===== src/design/dlbm_pkg.sv =====
// Shared constants, codes and interface types for the dice letter matcher.
// Depends on nothing; every other design file imports it.
`default_nettype none

package dlbm_pkg;

   // Store sizes
   localparam int MAX_DICE    = 16;
   localparam int MAX_FACES   = 8;
   localparam int MAX_LETTERS = 16;
   localparam int SYM_W       = 8;

   // Index and count widths
   localparam int DIE_W       = $clog2(MAX_DICE);
   localparam int FACE_W      = $clog2(MAX_FACES);
   localparam int LET_W       = $clog2(MAX_LETTERS);
   localparam int DCNT_W      = $clog2(MAX_DICE + 1);
   localparam int FCNT_W      = $clog2(MAX_FACES + 1);
   localparam int LCNT_W      = $clog2(MAX_LETTERS + 1);
   localparam int SCAN_W      = (DCNT_W > LCNT_W) ? DCNT_W : LCNT_W;
   localparam int NODE_IDX_W  = (DIE_W > LET_W) ? DIE_W : LET_W;
   localparam int FACE_ADDR_W = DIE_W + FACE_W;
   localparam int FACE_DEPTH  = MAX_DICE * MAX_FACES;

   // Search queue holds dice and letter nodes only
   localparam int QUEUE_DEPTH = MAX_DICE + MAX_LETTERS;
   localparam int QIDX_W      = $clog2(QUEUE_DEPTH);
   localparam int QPTR_W      = $clog2(QUEUE_DEPTH + 1);

   // Configuration register widths and indexes
   localparam int CFG_DICE_W  = 5;
   localparam int CFG_FACES_W = 4;
   localparam int CSR_DATA_W  = 5;
   localparam logic CSR_DICE_IN_USE   = 1'b0;
   localparam logic CSR_FACES_PER_DIE = 1'b1;
   localparam logic [CFG_FACES_W-1:0] FACES_RESET = 4'd6;

   // Request opcodes
   localparam logic OP_LOAD_FACE = 1'b0;
   localparam logic OP_LETTER    = 1'b1;

   // Start command to the matcher
   typedef struct packed {
      logic              start;
      logic [DCNT_W-1:0] nd;
      logic [FCNT_W-1:0] nf;
      logic [LCNT_W-1:0] nl;
   } match_cmd_type;

   // Completion status from the matcher
   typedef struct packed {
      logic done;
      logic ok;
   } match_stat_type;

endpackage

`default_nettype wire


===== src/design/dlbm_face_ram.sv =====
// Die face symbol table: one write port, one registered read port.
// Depends on dlbm_pkg for sizes.
`default_nettype none

module dlbm_face_ram
   import dlbm_pkg::*;
(
   input  wire logic                   clock,
   input  wire logic                   wr_en,
   input  wire logic [FACE_ADDR_W-1:0] wr_addr,
   input  wire logic [SYM_W-1:0]       wr_data,
   input  wire logic                   rd_en,
   input  wire logic [FACE_ADDR_W-1:0] rd_addr,
   output logic      [SYM_W-1:0]       rd_data
);

   logic [SYM_W-1:0] mem_ff [FACE_DEPTH];

   // Write a face symbol
   always_ff @(posedge clock) begin
      if (wr_en) begin
         mem_ff[wr_addr] <= wr_data;
      end
   end

   // Registered read
   always_ff @(posedge clock) begin
      if (rd_en) begin
         rd_data <= mem_ff[rd_addr];
      end
   end

endmodule

`default_nettype wire


===== src/design/dlbm_matcher.sv =====
// Matching sequencer: builds the die/letter compatibility matrix from the
// face table, then runs breadth-first augmenting searches. Uses dlbm_pkg.
`default_nettype none

module dlbm_matcher
   import dlbm_pkg::*;
(
   input  wire logic                                 clock,
   input  wire logic                                 reset,
   input  wire match_cmd_type                        cmd,
   input  wire logic [MAX_LETTERS-1:0][SYM_W-1:0]    letters,
   output logic                                      face_rd,
   output logic      [FACE_ADDR_W-1:0]               face_addr,
   input  wire logic [SYM_W-1:0]                     face_data,
   output match_stat_type                            stat,
   output logic      [MAX_LETTERS-1:0][DIE_W-1:0]    letter_die
);

   localparam logic [3:0] M_IDLE = 4'd0;
   localparam logic [3:0] M_FILL = 4'd1;
   localparam logic [3:0] M_WAIT = 4'd2;
   localparam logic [3:0] M_INIT = 4'd3;
   localparam logic [3:0] M_SRC  = 4'd4;
   localparam logic [3:0] M_POP  = 4'd5;
   localparam logic [3:0] M_DIE  = 4'd6;
   localparam logic [3:0] M_LET  = 4'd7;
   localparam logic [3:0] M_AUG  = 4'd8;
   localparam logic [3:0] M_FIN  = 4'd9;

   logic [3:0]                  state_ff, state_in;
   logic [DCNT_W-1:0]           nd_ff, nd_in;
   logic [FCNT_W-1:0]           nf_ff, nf_in;
   logic [LCNT_W-1:0]           nl_ff, nl_in;
   logic [DCNT_W-1:0]           fd_ff, fd_in;
   logic [FCNT_W-1:0]           fi_ff, fi_in;
   logic                        rd_vld_ff, rd_vld_in;
   logic [DIE_W-1:0]            rd_die_ff, rd_die_in;
   logic [MAX_DICE-1:0][MAX_LETTERS-1:0] cs_ff, cs_in;
   logic [MAX_LETTERS-1:0]      ltd_vld_ff, ltd_vld_in;
   logic [MAX_LETTERS-1:0][DIE_W-1:0] ltd_ff, ltd_in;
   logic [MAX_DICE-1:0]         dm_ff, dm_in;
   logic [MAX_DICE-1:0]         dvis_ff, dvis_in;
   logic [MAX_LETTERS-1:0]      lvis_ff, lvis_in;
   logic [MAX_DICE-1:0]         dpar_src_ff, dpar_src_in;
   logic [MAX_DICE-1:0][LET_W-1:0] dpar_ff, dpar_in;
   logic [MAX_LETTERS-1:0][DIE_W-1:0] lpar_ff, lpar_in;
   logic [QUEUE_DEPTH-1:0][NODE_IDX_W:0] q_ff, q_in;
   logic [QPTR_W-1:0]           head_ff, head_in;
   logic [QPTR_W-1:0]           tail_ff, tail_in;
   logic [NODE_IDX_W:0]         cur_ff, cur_in;
   logic [SCAN_W-1:0]           scan_ff, scan_in;
   logic [LET_W-1:0]            aug_ff, aug_in;
   logic                        done_ff, done_in;
   logic                        ok_ff, ok_in;

   logic [DIE_W-1:0]            d_sel;
   logic [LET_W-1:0]            l_sel;
   logic                        all_ok;

   assign face_addr  = {fd_ff[DIE_W-1:0], fi_ff[FACE_W-1:0]};
   assign stat.done  = done_ff;
   assign stat.ok    = ok_ff;
   assign letter_die = ltd_ff;

   // Sequencer next state
   always_comb begin
      state_in    = state_ff;
      nd_in       = nd_ff;
      nf_in       = nf_ff;
      nl_in       = nl_ff;
      fd_in       = fd_ff;
      fi_in       = fi_ff;
      rd_vld_in   = 1'b0;
      rd_die_in   = rd_die_ff;
      cs_in       = cs_ff;
      ltd_vld_in  = ltd_vld_ff;
      ltd_in      = ltd_ff;
      dm_in       = dm_ff;
      dvis_in     = dvis_ff;
      lvis_in     = lvis_ff;
      dpar_src_in = dpar_src_ff;
      dpar_in     = dpar_ff;
      lpar_in     = lpar_ff;
      q_in        = q_ff;
      head_in     = head_ff;
      tail_in     = tail_ff;
      cur_in      = cur_ff;
      scan_in     = scan_ff;
      aug_in      = aug_ff;
      done_in     = 1'b0;
      ok_in       = ok_ff;
      face_rd     = 1'b0;
      d_sel       = '0;
      l_sel       = '0;
      all_ok      = 1'b1;

      // Mark letters that match the returned face
      if (rd_vld_ff) begin
         for (int l = 0; l < MAX_LETTERS; l++) begin
            if ((LCNT_W'(l) < nl_ff) && (face_data == letters[l])) begin
               cs_in[rd_die_ff][l] = 1'b1;
            end
         end
      end

      case (state_ff)
         M_IDLE: begin
            if (cmd.start) begin
               nd_in      = cmd.nd;
               nf_in      = cmd.nf;
               nl_in      = cmd.nl;
               fd_in      = '0;
               fi_in      = '0;
               cs_in      = '0;
               ltd_vld_in = '0;
               dm_in      = '0;
               state_in   = M_FILL;
            end
         end
         // Scan every used face of every used die
         M_FILL: begin
            if ((fd_ff >= nd_ff) || (nf_ff == '0)) begin
               state_in = M_WAIT;
            end else begin
               face_rd   = 1'b1;
               rd_vld_in = 1'b1;
               rd_die_in = fd_ff[DIE_W-1:0];
               if (fi_ff + FCNT_W'(1) == nf_ff) begin
                  fi_in = '0;
                  fd_in = fd_ff + DCNT_W'(1);
               end else begin
                  fi_in = fi_ff + FCNT_W'(1);
               end
            end
         end
         M_WAIT: begin
            state_in = M_INIT;
         end
         // Start a new search
         M_INIT: begin
            dvis_in  = '0;
            lvis_in  = '0;
            head_in  = '0;
            tail_in  = '0;
            scan_in  = '0;
            state_in = M_SRC;
         end
         // Source visits free dice by index
         M_SRC: begin
            if (scan_ff < SCAN_W'(nd_ff)) begin
               d_sel = scan_ff[DIE_W-1:0];
               if (!dm_ff[d_sel]) begin
                  dvis_in[d_sel]           = 1'b1;
                  dpar_src_in[d_sel]       = 1'b1;
                  q_in[tail_ff[QIDX_W-1:0]] = {1'b0, NODE_IDX_W'(d_sel)};
                  tail_in                  = tail_ff + QPTR_W'(1);
               end
               scan_in = scan_ff + SCAN_W'(1);
            end else begin
               state_in = M_POP;
            end
         end
         // Take the next node off the queue
         M_POP: begin
            if (head_ff == tail_ff) begin
               state_in = M_FIN;
            end else begin
               cur_in   = q_ff[head_ff[QIDX_W-1:0]];
               head_in  = head_ff + QPTR_W'(1);
               scan_in  = '0;
               state_in = q_ff[head_ff[QIDX_W-1:0]][NODE_IDX_W] ? M_LET : M_DIE;
            end
         end
         // Die visits compatible letters it does not hold
         M_DIE: begin
            d_sel = cur_ff[DIE_W-1:0];
            if (scan_ff < SCAN_W'(nl_ff)) begin
               l_sel = scan_ff[LET_W-1:0];
               if (cs_ff[d_sel][l_sel] && !lvis_ff[l_sel] &&
                   !(ltd_vld_ff[l_sel] && (ltd_ff[l_sel] == d_sel))) begin
                  lvis_in[l_sel]           = 1'b1;
                  lpar_in[l_sel]           = d_sel;
                  q_in[tail_ff[QIDX_W-1:0]] = {1'b1, NODE_IDX_W'(l_sel)};
                  tail_in                  = tail_ff + QPTR_W'(1);
               end
               scan_in = scan_ff + SCAN_W'(1);
            end else begin
               state_in = M_POP;
            end
         end
         // Letter reaches the sink if free, else steps back to its die
         M_LET: begin
            l_sel = cur_ff[LET_W-1:0];
            if (!ltd_vld_ff[l_sel]) begin
               aug_in   = l_sel;
               state_in = M_AUG;
            end else begin
               d_sel = ltd_ff[l_sel];
               if (!dvis_ff[d_sel]) begin
                  dvis_in[d_sel]           = 1'b1;
                  dpar_src_in[d_sel]       = 1'b0;
                  dpar_in[d_sel]           = l_sel;
                  q_in[tail_ff[QIDX_W-1:0]] = {1'b0, NODE_IDX_W'(d_sel)};
                  tail_in                  = tail_ff + QPTR_W'(1);
               end
               state_in = M_POP;
            end
         end
         // Flip one letter/die pair of the path per cycle
         M_AUG: begin
            l_sel             = aug_ff;
            d_sel             = lpar_ff[l_sel];
            ltd_vld_in[l_sel] = 1'b1;
            ltd_in[l_sel]     = d_sel;
            dm_in[d_sel]      = 1'b1;
            if (dpar_src_ff[d_sel]) begin
               state_in = M_INIT;
            end else begin
               aug_in = dpar_ff[d_sel];
            end
         end
         // Report whether every letter holds a die
         M_FIN: begin
            for (int l = 0; l < MAX_LETTERS; l++) begin
               if ((LCNT_W'(l) < nl_ff) && !ltd_vld_ff[l]) begin
                  all_ok = 1'b0;
               end
            end
            ok_in    = all_ok;
            done_in  = 1'b1;
            state_in = M_IDLE;
         end
         default: begin
            state_in = M_IDLE;
         end
      endcase
   end

   // Control registers
   always_ff @(posedge clock) begin
      if (reset) begin
         state_ff  <= M_IDLE;
         rd_vld_ff <= 1'b0;
         done_ff   <= 1'b0;
      end else begin
         state_ff  <= state_in;
         rd_vld_ff <= rd_vld_in;
         done_ff   <= done_in;
      end
   end

   // Working registers
   always_ff @(posedge clock) begin
      nd_ff       <= nd_in;
      nf_ff       <= nf_in;
      nl_ff       <= nl_in;
      fd_ff       <= fd_in;
      fi_ff       <= fi_in;
      rd_die_ff   <= rd_die_in;
      cs_ff       <= cs_in;
      ltd_vld_ff  <= ltd_vld_in;
      ltd_ff      <= ltd_in;
      dm_ff       <= dm_in;
      dvis_ff     <= dvis_in;
      lvis_ff     <= lvis_in;
      dpar_src_ff <= dpar_src_in;
      dpar_ff     <= dpar_in;
      lpar_ff     <= lpar_in;
      q_ff        <= q_in;
      head_ff     <= head_in;
      tail_ff     <= tail_in;
      cur_ff      <= cur_in;
      scan_ff     <= scan_in;
      aug_ff      <= aug_in;
      ok_ff       <= ok_in;
   end

endmodule

`default_nettype wire


===== src/design/dice_letter_bipartite_matcher_core.sv =====
// Top level of the dice letter matcher: stream ports, letter store, result
// output. Depends on dlbm_pkg, dlbm_face_ram and dlbm_matcher.
//
// A face load beat or a non-final letter beat is simply stored. The final
// letter of a word starts a match. First the face table is scanned one face a
// cycle through its single read port. Then up to one breadth-first search
// runs per letter, plus a final one that finds no path. A search consists of:
//   - a start step and a source scan over the used dice;
//   - for every dequeued die, a pop step, a scan over the letters and an exit;
//   - a pop step and a letter step for every dequeued letter;
//   - an augment step for every path pair, or a pop and a finish step
//     when no path is left.
// req_tready stays low while a word is matched and while its results are
// delivered, one result beat per cycle while rsp_tready is high. A too-long
// word answers at once. dice_in_use above 16 and faces_per_die above 8 are
// clamped.
`default_nettype none

module dice_letter_bipartite_matcher_core
   import dlbm_pkg::*;
(
   input  wire logic                  clock,
   input  wire logic                  reset,
   // Request stream
   input  wire logic                  req_tvalid,
   output logic                       req_tready,
   input  wire logic [15:0]           req_tdata,  // die_index[3:0], face_index[6:4], symbol[14:7]
   input  wire logic                  req_tuser,  // opcode
   input  wire logic                  req_tlast,  // last_letter
   // Result stream
   output logic                       rsp_tvalid,
   input  wire logic                  rsp_tready,
   output logic      [15:0]           rsp_tdata,  // can_spell[0], too_long[1],
                                                  // letter_position[5:2], die_number[9:6]
   output logic                       rsp_tlast,  // last
   // Configuration writes
   input  wire logic                  csr_valid,
   output logic                       csr_ready,
   input  wire logic                  csr_index,
   input  wire logic [CSR_DATA_W-1:0] csr_wdata
);

   localparam logic [1:0] T_IDLE  = 2'd0;
   localparam logic [1:0] T_MATCH = 2'd1;
   localparam logic [1:0] T_EMIT  = 2'd2;

   logic [1:0]                     tstate_ff, tstate_in;
   logic [MAX_LETTERS-1:0][SYM_W-1:0] letters_ff, letters_in;
   logic [LCNT_W-1:0]              lcnt_ff, lcnt_in;
   logic                           ovf_ff, ovf_in;
   logic [LCNT_W-1:0]              nl_ff, nl_in;
   logic [CFG_DICE_W-1:0]          dice_ff, dice_in;
   logic [CFG_FACES_W-1:0]         faces_ff, faces_in;
   logic                           rvld_ff, rvld_in;
   logic                           can_ff, can_in;
   logic                           long_ff, long_in;
   logic [LET_W-1:0]               pos_ff, pos_in;
   logic [DIE_W-1:0]               die_ff, die_in;
   logic                           last_ff, last_in;

   logic                           accept;
   logic [DIE_W-1:0]               f_die;
   logic [FACE_W-1:0]              f_face;
   logic [SYM_W-1:0]               f_sym;
   logic [LCNT_W-1:0]              nxt;
   match_cmd_type                  cmd;
   match_stat_type                 stat;
   logic                           face_rd;
   logic [FACE_ADDR_W-1:0]         face_addr;
   logic [SYM_W-1:0]               face_data;
   logic [MAX_LETTERS-1:0][DIE_W-1:0] letter_die;

   assign req_tready = (tstate_ff == T_IDLE);
   assign accept     = req_tvalid && req_tready;
   assign f_die      = req_tdata[3:0];
   assign f_face     = req_tdata[6:4];
   assign f_sym      = req_tdata[14:7];
   assign csr_ready  = 1'b1;
   assign rsp_tvalid = rvld_ff;
   assign rsp_tdata  = {6'b0, die_ff, pos_ff, long_ff, can_ff};
   assign rsp_tlast  = last_ff;

   dlbm_face_ram u_face_ram (
      .clock   (clock),
      .wr_en   (accept && (req_tuser == OP_LOAD_FACE)),
      .wr_addr ({f_die, f_face}),
      .wr_data (f_sym),
      .rd_en   (face_rd),
      .rd_addr (face_addr),
      .rd_data (face_data)
   );

   dlbm_matcher u_matcher (
      .clock      (clock),
      .reset      (reset),
      .cmd        (cmd),
      .letters    (letters_ff),
      .face_rd    (face_rd),
      .face_addr  (face_addr),
      .face_data  (face_data),
      .stat       (stat),
      .letter_die (letter_die)
   );

   // Word intake, result sequencing and configuration
   always_comb begin
      tstate_in  = tstate_ff;
      letters_in = letters_ff;
      lcnt_in    = lcnt_ff;
      ovf_in     = ovf_ff;
      nl_in      = nl_ff;
      dice_in    = dice_ff;
      faces_in   = faces_ff;
      rvld_in    = rvld_ff;
      can_in     = can_ff;
      long_in    = long_ff;
      pos_in     = pos_ff;
      die_in     = die_ff;
      last_in    = last_ff;
      nxt        = {1'b0, pos_ff} + LCNT_W'(1);
      cmd.start  = 1'b0;
      cmd.nd     = (dice_ff > CFG_DICE_W'(MAX_DICE)) ? DCNT_W'(MAX_DICE) : DCNT_W'(dice_ff);
      cmd.nf     = (faces_ff > CFG_FACES_W'(MAX_FACES)) ? FCNT_W'(MAX_FACES)
                                                       : FCNT_W'(faces_ff);
      cmd.nl     = lcnt_ff + LCNT_W'(1);

      // Apply register writes
      if (csr_valid) begin
         if (csr_index == CSR_DICE_IN_USE) begin
            dice_in = csr_wdata;
         end else begin
            faces_in = csr_wdata[CFG_FACES_W-1:0];
         end
      end

      case (tstate_ff)
         T_IDLE: begin
            if (accept && (req_tuser == OP_LETTER)) begin
               if (lcnt_ff < LCNT_W'(MAX_LETTERS)) begin
                  letters_in[lcnt_ff[LET_W-1:0]] = f_sym;
                  lcnt_in                        = lcnt_ff + LCNT_W'(1);
               end else begin
                  ovf_in = 1'b1;
               end
               if (req_tlast) begin
                  lcnt_in = '0;
                  ovf_in  = 1'b0;
                  if (ovf_ff || (lcnt_ff >= LCNT_W'(MAX_LETTERS))) begin
                     // Reject the word with one beat
                     rvld_in   = 1'b1;
                     can_in    = 1'b0;
                     long_in   = 1'b1;
                     pos_in    = '0;
                     die_in    = '0;
                     last_in   = 1'b1;
                     tstate_in = T_EMIT;
                  end else begin
                     cmd.start = 1'b1;
                     nl_in     = lcnt_ff + LCNT_W'(1);
                     tstate_in = T_MATCH;
                  end
               end
            end
         end
         T_MATCH: begin
            if (stat.done) begin
               rvld_in   = 1'b1;
               long_in   = 1'b0;
               pos_in    = '0;
               tstate_in = T_EMIT;
               if (stat.ok) begin
                  can_in  = 1'b1;
                  die_in  = letter_die[0];
                  last_in = (nl_ff == LCNT_W'(1));
               end else begin
                  can_in  = 1'b0;
                  die_in  = '0;
                  last_in = 1'b1;
               end
            end
         end
         // Advance through the letters as beats are taken
         T_EMIT: begin
            if (rvld_ff && rsp_tready) begin
               if (last_ff) begin
                  rvld_in   = 1'b0;
                  tstate_in = T_IDLE;
               end else begin
                  pos_in  = nxt[LET_W-1:0];
                  die_in  = letter_die[nxt[LET_W-1:0]];
                  last_in = (nxt + LCNT_W'(1) == nl_ff);
               end
            end
         end
         default: begin
            tstate_in = T_IDLE;
         end
      endcase
   end

   // Control registers
   always_ff @(posedge clock) begin
      if (reset) begin
         tstate_ff <= T_IDLE;
         lcnt_ff   <= '0;
         ovf_ff    <= 1'b0;
         dice_ff   <= '0;
         faces_ff  <= FACES_RESET;
         rvld_ff   <= 1'b0;
      end else begin
         tstate_ff <= tstate_in;
         lcnt_ff   <= lcnt_in;
         ovf_ff    <= ovf_in;
         dice_ff   <= dice_in;
         faces_ff  <= faces_in;
         rvld_ff   <= rvld_in;
      end
   end

   // Payload registers
   always_ff @(posedge clock) begin
      letters_ff <= letters_in;
      nl_ff      <= nl_in;
      can_ff     <= can_in;
      long_ff    <= long_in;
      pos_ff     <= pos_in;
      die_ff     <= die_in;
      last_ff    <= last_in;
   end

endmodule

`default_nettype wire

===== config.mk =====
export PLATFORM = sky130hd
export DESIGN_NAME = dice_letter_bipartite_matcher_core
export DESIGN_NICKNAME = d
export VERILOG_FILES = /design/src/design/dlbm_pkg.sv /design/src/design/dlbm_face_ram.sv /design/src/design/dlbm_matcher.sv /design/src/design/dice_letter_bipartite_matcher_core.sv
export SDC_FILE = /design/constraint.sdc
export NUM_CORES = 2
export LEC_CHECK = 0
export BUFFER_PORTS_ARGS = -buffer_cell sky130_fd_sc_hd__buf_2
export CORE_ASPECT_RATIO = 0.6
export CORE_MARGIN = 2
export CORE_UTILIZATION = 40
export DETAILED_ROUTE_END_ITERATION = 8
export REMOVE_ABC_BUFFERS = 1
export SKIP_LAST_GASP = 1
export SLEW_MARGIN = 40
export SYNTH_ARGS = -nofsm -noshare
export SYNTH_HDL_FRONTEND = slang
export SYNTH_SLANG_ARGS = --single-unit
export TNS_END_PERCENT = 50

===== constraint.sdc =====
create_clock -name clock -period 44.3 [get_ports clock]
set_clock_uncertainty 0.05 [all_clocks]
set_input_delay 13.29 -clock clock [delete_from_list [all_inputs] [get_ports clock]]
set_output_delay 13.29 -clock clock [all_outputs]
set_load 0.05 [all_outputs]

* After elaboration in Yosys (flattened, before gate mapping)
Memories as Yosys holds them, arrays and structs flattened. A register that Yosys moved wholly into a read port is not among the register bits.
Cells that the tools add are included.
** Word-level totals
- Flip-flop bits (word level) :: 909
- Bits in latches :: 0
- RAM bits :: 1024
- ROM bits :: 0
- Input port bits :: 29
- Memories kept :: 1
** Memory list
- u_face_ram.mem_ff :: words 128, width 8, rd ports 1, clocked after memory_dff 1, wr ports 1, line dlbm_face_ram.sv:17 : logic [SYM_W-1:0] mem_ff [FACE_DEPTH];
** Cells by class
- Add/subtract/negate cells :: 8
- Multipliers :: 0
- Div/mod/pow operators :: 0
- Magnitude comparators :: 40
- Equality and inequality tests :: 56
- Shift-type cells :: 0
- Mux-type cells :: 228
- Bitwise logic cells :: 30
- Reduce and logical (&&, ||, !) cells :: 111
** Operators by type and width (count)
- $mux 256 :: 34
- $or 256x256->256 :: 16
- $demux 16 s4 :: 16
- $mux 160 :: 6
- $bwmux 160 :: 3
- $pmux 160 s3 :: 1
- $mux 16 :: 13
- $bwmux 64 :: 3
- $bwmux 128 :: 1
- $eq 8x8->1 :: 16
- $pmux 16 s2 :: 4
- $mux 4 :: 31
- $or 16x16->16 :: 6
- $bmux 4 s4 :: 5
- $bmux 16 s4 :: 1
- $mux 5 :: 11
- $demux 4 s4 :: 3
- $mux 6 :: 8
- $pmux 16 s3 :: 1
- $logic_and 1x1->1 :: 46
- $mux 1 :: 41
- $lt 4x5->1 const A :: 8
- $lt 4x5->1 const B :: 8
- $pmux 4 s9 :: 1
- other kinds (70) :: 190

* Logic depth before layout (Yosys ltp)
- Depth in word-level cells :: 54
- Depth in mapped cells :: 14
- Gate-level depth less buffers :: 10

* Cells and area by module
From an unflattened synthesis, not the netlist that was laid out.
** Second synthesis, totals
- Cells, all modules :: 5249
- Area, all modules :: 81912.3 sq um
** Modules (own cells, without submodules)
- dlbm_face_ram :: times used 1, cells each 1634, area an instance 39736.9 sq um, seq. area each 30989.7 sq um
- dlbm_matcher :: times used 1, cells each 3218, area an instance 35788.1 sq um, seq. area each 19809.0 sq um
- dice_letter_bipartite_matcher_core :: times used 1, cells each 397, area an instance 6387.4 sq um, seq. area each 4684.5 sq um

* Worst setup path after synthesis
OpenSTA, ideal clock, no wires.
- Kind :: reg2reg
- Start :: register u_matcher.cur_ff[2]
- End :: register u_matcher.q_ff[0] (netlist name), enable pin
- Data arrival time :: 17.985 ns
- Data required time :: 43.174 ns
- Path slack :: 25.189 ns
- Cell stages (with the launch flop) :: 10
- Clock period less this slack :: 19.111 ns
- Path through :: edfxtp_1 > buf_2 > mux4_2 > a2bb2oi_1 > a31oi_1 > nand2_1 > a2111oi_0 > or4_4 > o311a_1 > nor4bb_1
** On the way
- Longest elaborated chain between the ends :: 8
- Elaborated cells between the ends (all ways) :: 19
- Those cells by class :: eq/ne: 4; mux: 10; reduce/logical: 5
** RTL lines
- start: declaration :: line dlbm_matcher.sv:50 : logic [NODE_IDX_W:0] cur_ff, cur_in;
- start signal: assignment :: line dlbm_matcher.sv:272 : cur_ff <= cur_in;
- $bmux 16 s4 :: line dlbm_matcher.sv:179 : if (cs_ff[d_sel][l_sel] && !lvis_ff[l_sel] &&
- $mux 16 (implied by the code) :: line dlbm_matcher.sv:179
- $bmux 1 s4 :: line dlbm_matcher.sv:179
- $mux 1 (implied by the code) :: line dlbm_matcher.sv:179
- $logic_and 1x1->1 (2 in a row) :: line dlbm_matcher.sv:179
- $ne 2x1->1 (no line)
- $reduce_and 7->1 (no line) *
- end signal: assignment :: line dlbm_matcher.sv:269 : q_ff <= q_in;
- end: declaration :: line dlbm_matcher.sv:47 : logic [QUEUE_DEPTH-1:0][NODE_IDX_W:0] q_ff, q_in;
Every way passes the cells marked *; elsewhere a longest branch is shown, timed or not. The select of a mux whose other input is x is not followed.
A chain may end at the register's enable or synchronous reset.

* Worst setup path after layout
- Start :: input req_tuser
- End :: register u_matcher.fd_ff[4], enable pin
** On the way
- Longest elaborated chain between the ends :: 5
** RTL lines
- start: declaration :: line dice_letter_bipartite_matcher_core.sv:28 : input wire logic req_tuser,
- $logic_and 1x1->1 :: line dice_letter_bipartite_matcher_core.sv:138 : if (accept && (req_tuser == OP_LETTER)) begin
- $mux 1 :: line dice_letter_bipartite_matcher_core.sv:138
- $mux 1 :: line dice_letter_bipartite_matcher_core.sv:136 : case (tstate_ff)
- $ne 2x2->1 (no line)
- $reduce_and 4->1 (no line)
- end signal: assignment :: line dlbm_matcher.sv:257 : fd_ff <= fd_in;
- end: declaration :: line dlbm_matcher.sv:34 : logic [DCNT_W-1:0] fd_ff, fd_in;
Every way passes these cells.

==> impl_results.md <==
* NumNets Final at 5674
* Largest net degree at the start of global routing at 142
* RSZ-0062 raised after global routing: false
* Clk root buf: clkbuf_16
* Status: finished clean
* Cell internal pwr at 3200 uW
* Crit path DAT at 16.48 ns
* Final Critical Period at 16.02 ns
* Worst Slack Setup Final at 28.28 ns
* Gate count of the mapped netlist at 5622
* Setup WS pre-CTS at 27.43 ns
* Final WL at 220 mm
* Most used flip-flop cell after synthesis: edfxtp_1
* Vias at 49.1k
* Vias in the first global route at 46.4k
* DR DRC count at 0
* Post-synthesis area per instance at 14.6 um2
* HPWL after detailed placement at 139 mm
* Syn Std Cell Area at 81800 um2
* Tot GR Track Use at 20.6%
* Worst-path maximum fanout at 85
* Power Density at 48.2 nW/um2
* H-Tree Depth at 4
* Starting DRT DRC Count at 6202
* Total die area at 208000 um2
* Clock-pin transition on the worst setup and hold timing paths at 0.06 ns
* Seq pwr share at 46.7%
* Required time worst endpoint at 44.76 ns
* Aggregate global routing overflow at 0
* Register area share after synthesis at 67.8%
* Port Buf Inserts at 40
* Site Rows at 128
* Critical path's slowest cell: and2_4
* Final count of pins violating max slew at 0
* Clk pwr share at 36.1%
* First-pass GRT wire length at 320 mm
* Tcrit/Tclk final at 36.2%
* Slowest Stage Delay on Critical Path at 0.58 ns
* Ports at 49
* CP Launch Type: primary input
* Layout cell share with drive strength beyond 1 at 15.3%
* Routed length per placed instance at 25.9 um
* DRT Pass-1 Iters at 7
* Critical path class: primary input to register
* Switching Share at 27.4%
* Die Wd at 588 um
* Setup bufs post-CTS at 0
* Number of distinct library cells after synthesis at 76
* Yosys reg bits at 1941
* Synth warn at 0
* Cts hold-fix bufs at 0
* Min-Delay Path Class: register to register
* Post-route setup TNS at 0 ns
* PostCTS Resize Cnt at 0
* Max-cap violations at 0
* CTS Buf Count at 189
* Die Span Y at 354 um
* Number of enable flip-flop cells after synthesis at 1661
* CTS tree: yes
* Core outline area at 203000 um2
* Initial Util at 40.3%
* Logic pwr share at 17.2%
* Worst-path cell chain: buf_2 > and3_1 > nand2_1 > or3_1 > inv_1 > and2_4 > buf_12 > or2_2 > and2_1
* Vias per inst at 5.79
* CTS Sinks at 1941
* Worst slew margin at 39.2%
* CTS max path bufs at 4
* Core Util, Final at 45.0%
* Antenna violations before repair at 5
* Final hold vios at 0
* Net switching power at 1210 uW
* Maximum vdd drop at 0.0000315 V
* Worst Tran Pin Value at 0.910 ns
* GPL Wtd Cong at 0.884
* Post-DRT Antenna Nets at 0
* F_max at 0.0624 GHz
* # setup viols final at 0
* FFs w/ async S/R, synth at 0%
* Later-pin clock latency in the skew report at 0.87 ns
* Worst setup EP type: register
* Layout area overhead at 11.8%
* Leakage at 0.0307 uW
-- worst paths after layout --
| path | from | to | slack (ns) | cells past startpoint |
|---|---|---|---|---|
| setup reg to reg | u_matcher.cur_ff[0] | u_matcher.q_ff[114] | 38.42 | 12 |
| hold reg to reg | u_matcher.cs_ff[118] | u_matcher.cs_ff[118] | 0.41 | 2 |
| hold / removal | u_matcher.cs_ff[118] | u_matcher.cs_ff[118] | 0.41 | 2 |
| setup / recovery | req_tuser | u_matcher.fd_ff[4] | 28.28 | 9 |
-- routing by layer --
| layer | GRT usage, % | up-vias | wire length, um |
|---|---|---|---|
| li1 | - | 21500 | - |
| met3 | 4.47 | 272 | 21400 |
| met2 | 27.8 | 2308 | 89300 |
| met5 | 0 | - | 7 |
| met4 | 4.24 | 2 | 4030 |
| met1 | 33.4 | 25100 | 105000 |
-- area by class of cell --
| class | count | area [um2] |
|---|---|---|
| fill | 17900 | 112000 |
| sequential | 1941 | 55500 |
| multi-input combinational | 3266 | 25000 |
| clock buffer | 242 | 5170 |
| tap | 2730 | 3420 |
| timing repair buffer | 165 | 1390 |
| clock inverter | 90 | 787 |
| inverter | 48 | 180 |
| antenna | 1 | 2.50 |
-- synth_stat cells, drive strengths merged, types with 6 or more instances --
cell type	n	area [um2]
nand2	374	1400
mux2	11	124
dfxtp	280	5610
buf	117	619
nand3	74	370
nor4	11	68.8
inv	43	161
nor2b	43	269
a31oi	13	81.3
ha	34	425
mux2i	365	3670
edfxtp	1661	49900
o31a	6	52.6
clkbuf	255	960
a211oi	49	368
or2	14	87.6
o221ai	152	1330
mux4	306	6900
nand2b	23	144
a21oi	324	1620
a21o	40	300
and2	18	113
nor2	764	2870
xor2	46	403
o22ai	77	482
o21ai	187	936
a221oi	9	96.4
xnor2	122	1070
nor3	40	200
and3	13	81.3
nand4	31	200
a22oi	35	263
nand3b	7	52.6
o31ai	7	52.6
or3	15	93.8
-- sequential cells by signal, indices dropped and copies added (netlist names), 6 cells and up --
register	flops
u_matcher.letter_die	64
u_matcher.tail_ff	6
u_matcher.dvis_ff	16
u_matcher.q_ff	160
u_face_ram.mem_ff	1024
u_matcher.dm_ff	16
u_matcher.dpar_ff	64
u_matcher.cs_ff	256
u_face_ram.rd_data	8
u_matcher.head_ff	6
u_matcher.dpar_src_ff	16
u_matcher.lpar_ff	64
u_matcher.ltd_vld_ff	16
letters_ff	128
u_matcher.lvis_ff	16
-- power groups by stage --
stage / clock network, uW / registers, uW / logic (uW)
2_1_floorplan: 0 / 2180 / 525
3_3_place_gp: 0 / 2100 / 729
3_5_place_dp: 0 / 2100 / 746
4_1_cts: 1620 / 2060 / 749
5_1_grt: 1690 / 2060 / 806
6_report: 1590 / 2060 / 759
-- logic make-up (layout without fill, tap and decap cells) --
group | after synthesis | count (layout) | share of synthesized area [%]
buffers and inverters | 420 | 545 | 2.15
and+or+nand+nor | 1443 | 1443 | 7.45
AOI/OAI and AO/OA | 932 | 932 | 7.18
other | 2 | 8 | 0.00918
xor gates and xnor gates | 168 | 168 | 1.80
DFF | 1941 | 1941 | 67.8
muxes | 682 | 682 | 13.1
adders and majority gates | 34 | 34 | 0.520
-- per-stage QoR --
step | power, uW | hold slack [ns] | cell area [um2] | std cells
after floorplan | 2700 | 0.376 | 80200 | 5255
after global placement | 2830 | 0.393 | 84900 | 8134
after detailed placement | 2840 | 0.401 | 85200 | 8144
after CTS | 4430 | 0.418 | 91200 | 8476
after global routing | 4560 | 0.429 | 91400 | 8483
final | 4410 | 0.414 | 91400 | 8483
-- placed cells by master, fill, tap and decap left out, types with 15 or more instances in the layout --
master,synthesis,layout
mux2i_1,364,362
a22oi_1,35,35
buf_6,7,18
mux4_2,305,305
clkbuf_16,0,195
clkinv_2,0,19
nor3_1,40,28
nand2_1,374,372
or3_1,15,15
nand3_1,74,73
edfxtp_1,1661,1661
o221ai_1,152,152
nor2b_1,43,41
dfxtp_1,280,280
nor2_1,764,692
buf_4,20,101
nand2b_1,23,22
o21ai_0,186,185
a21o_1,40,40
xnor2_1,122,122
inv_1,42,40
ha_1,34,33
clkbuf_1,253,35
nor2_2,0,72
and2_1,18,17
nand4_1,30,30
clkinv_1,5,49
a211oi_1,49,41
a21oi_1,324,319
buf_2,42,32
o22ai_1,77,77
xor2_1,46,44
-- critical path, delay by kind of cell --
family / cells / cell delay (ns)
AND/OR/NAND/NOR: 6 / 2.11
buffers and inverters: 3 / 1.01
Power figures use the tool's default switching activity.
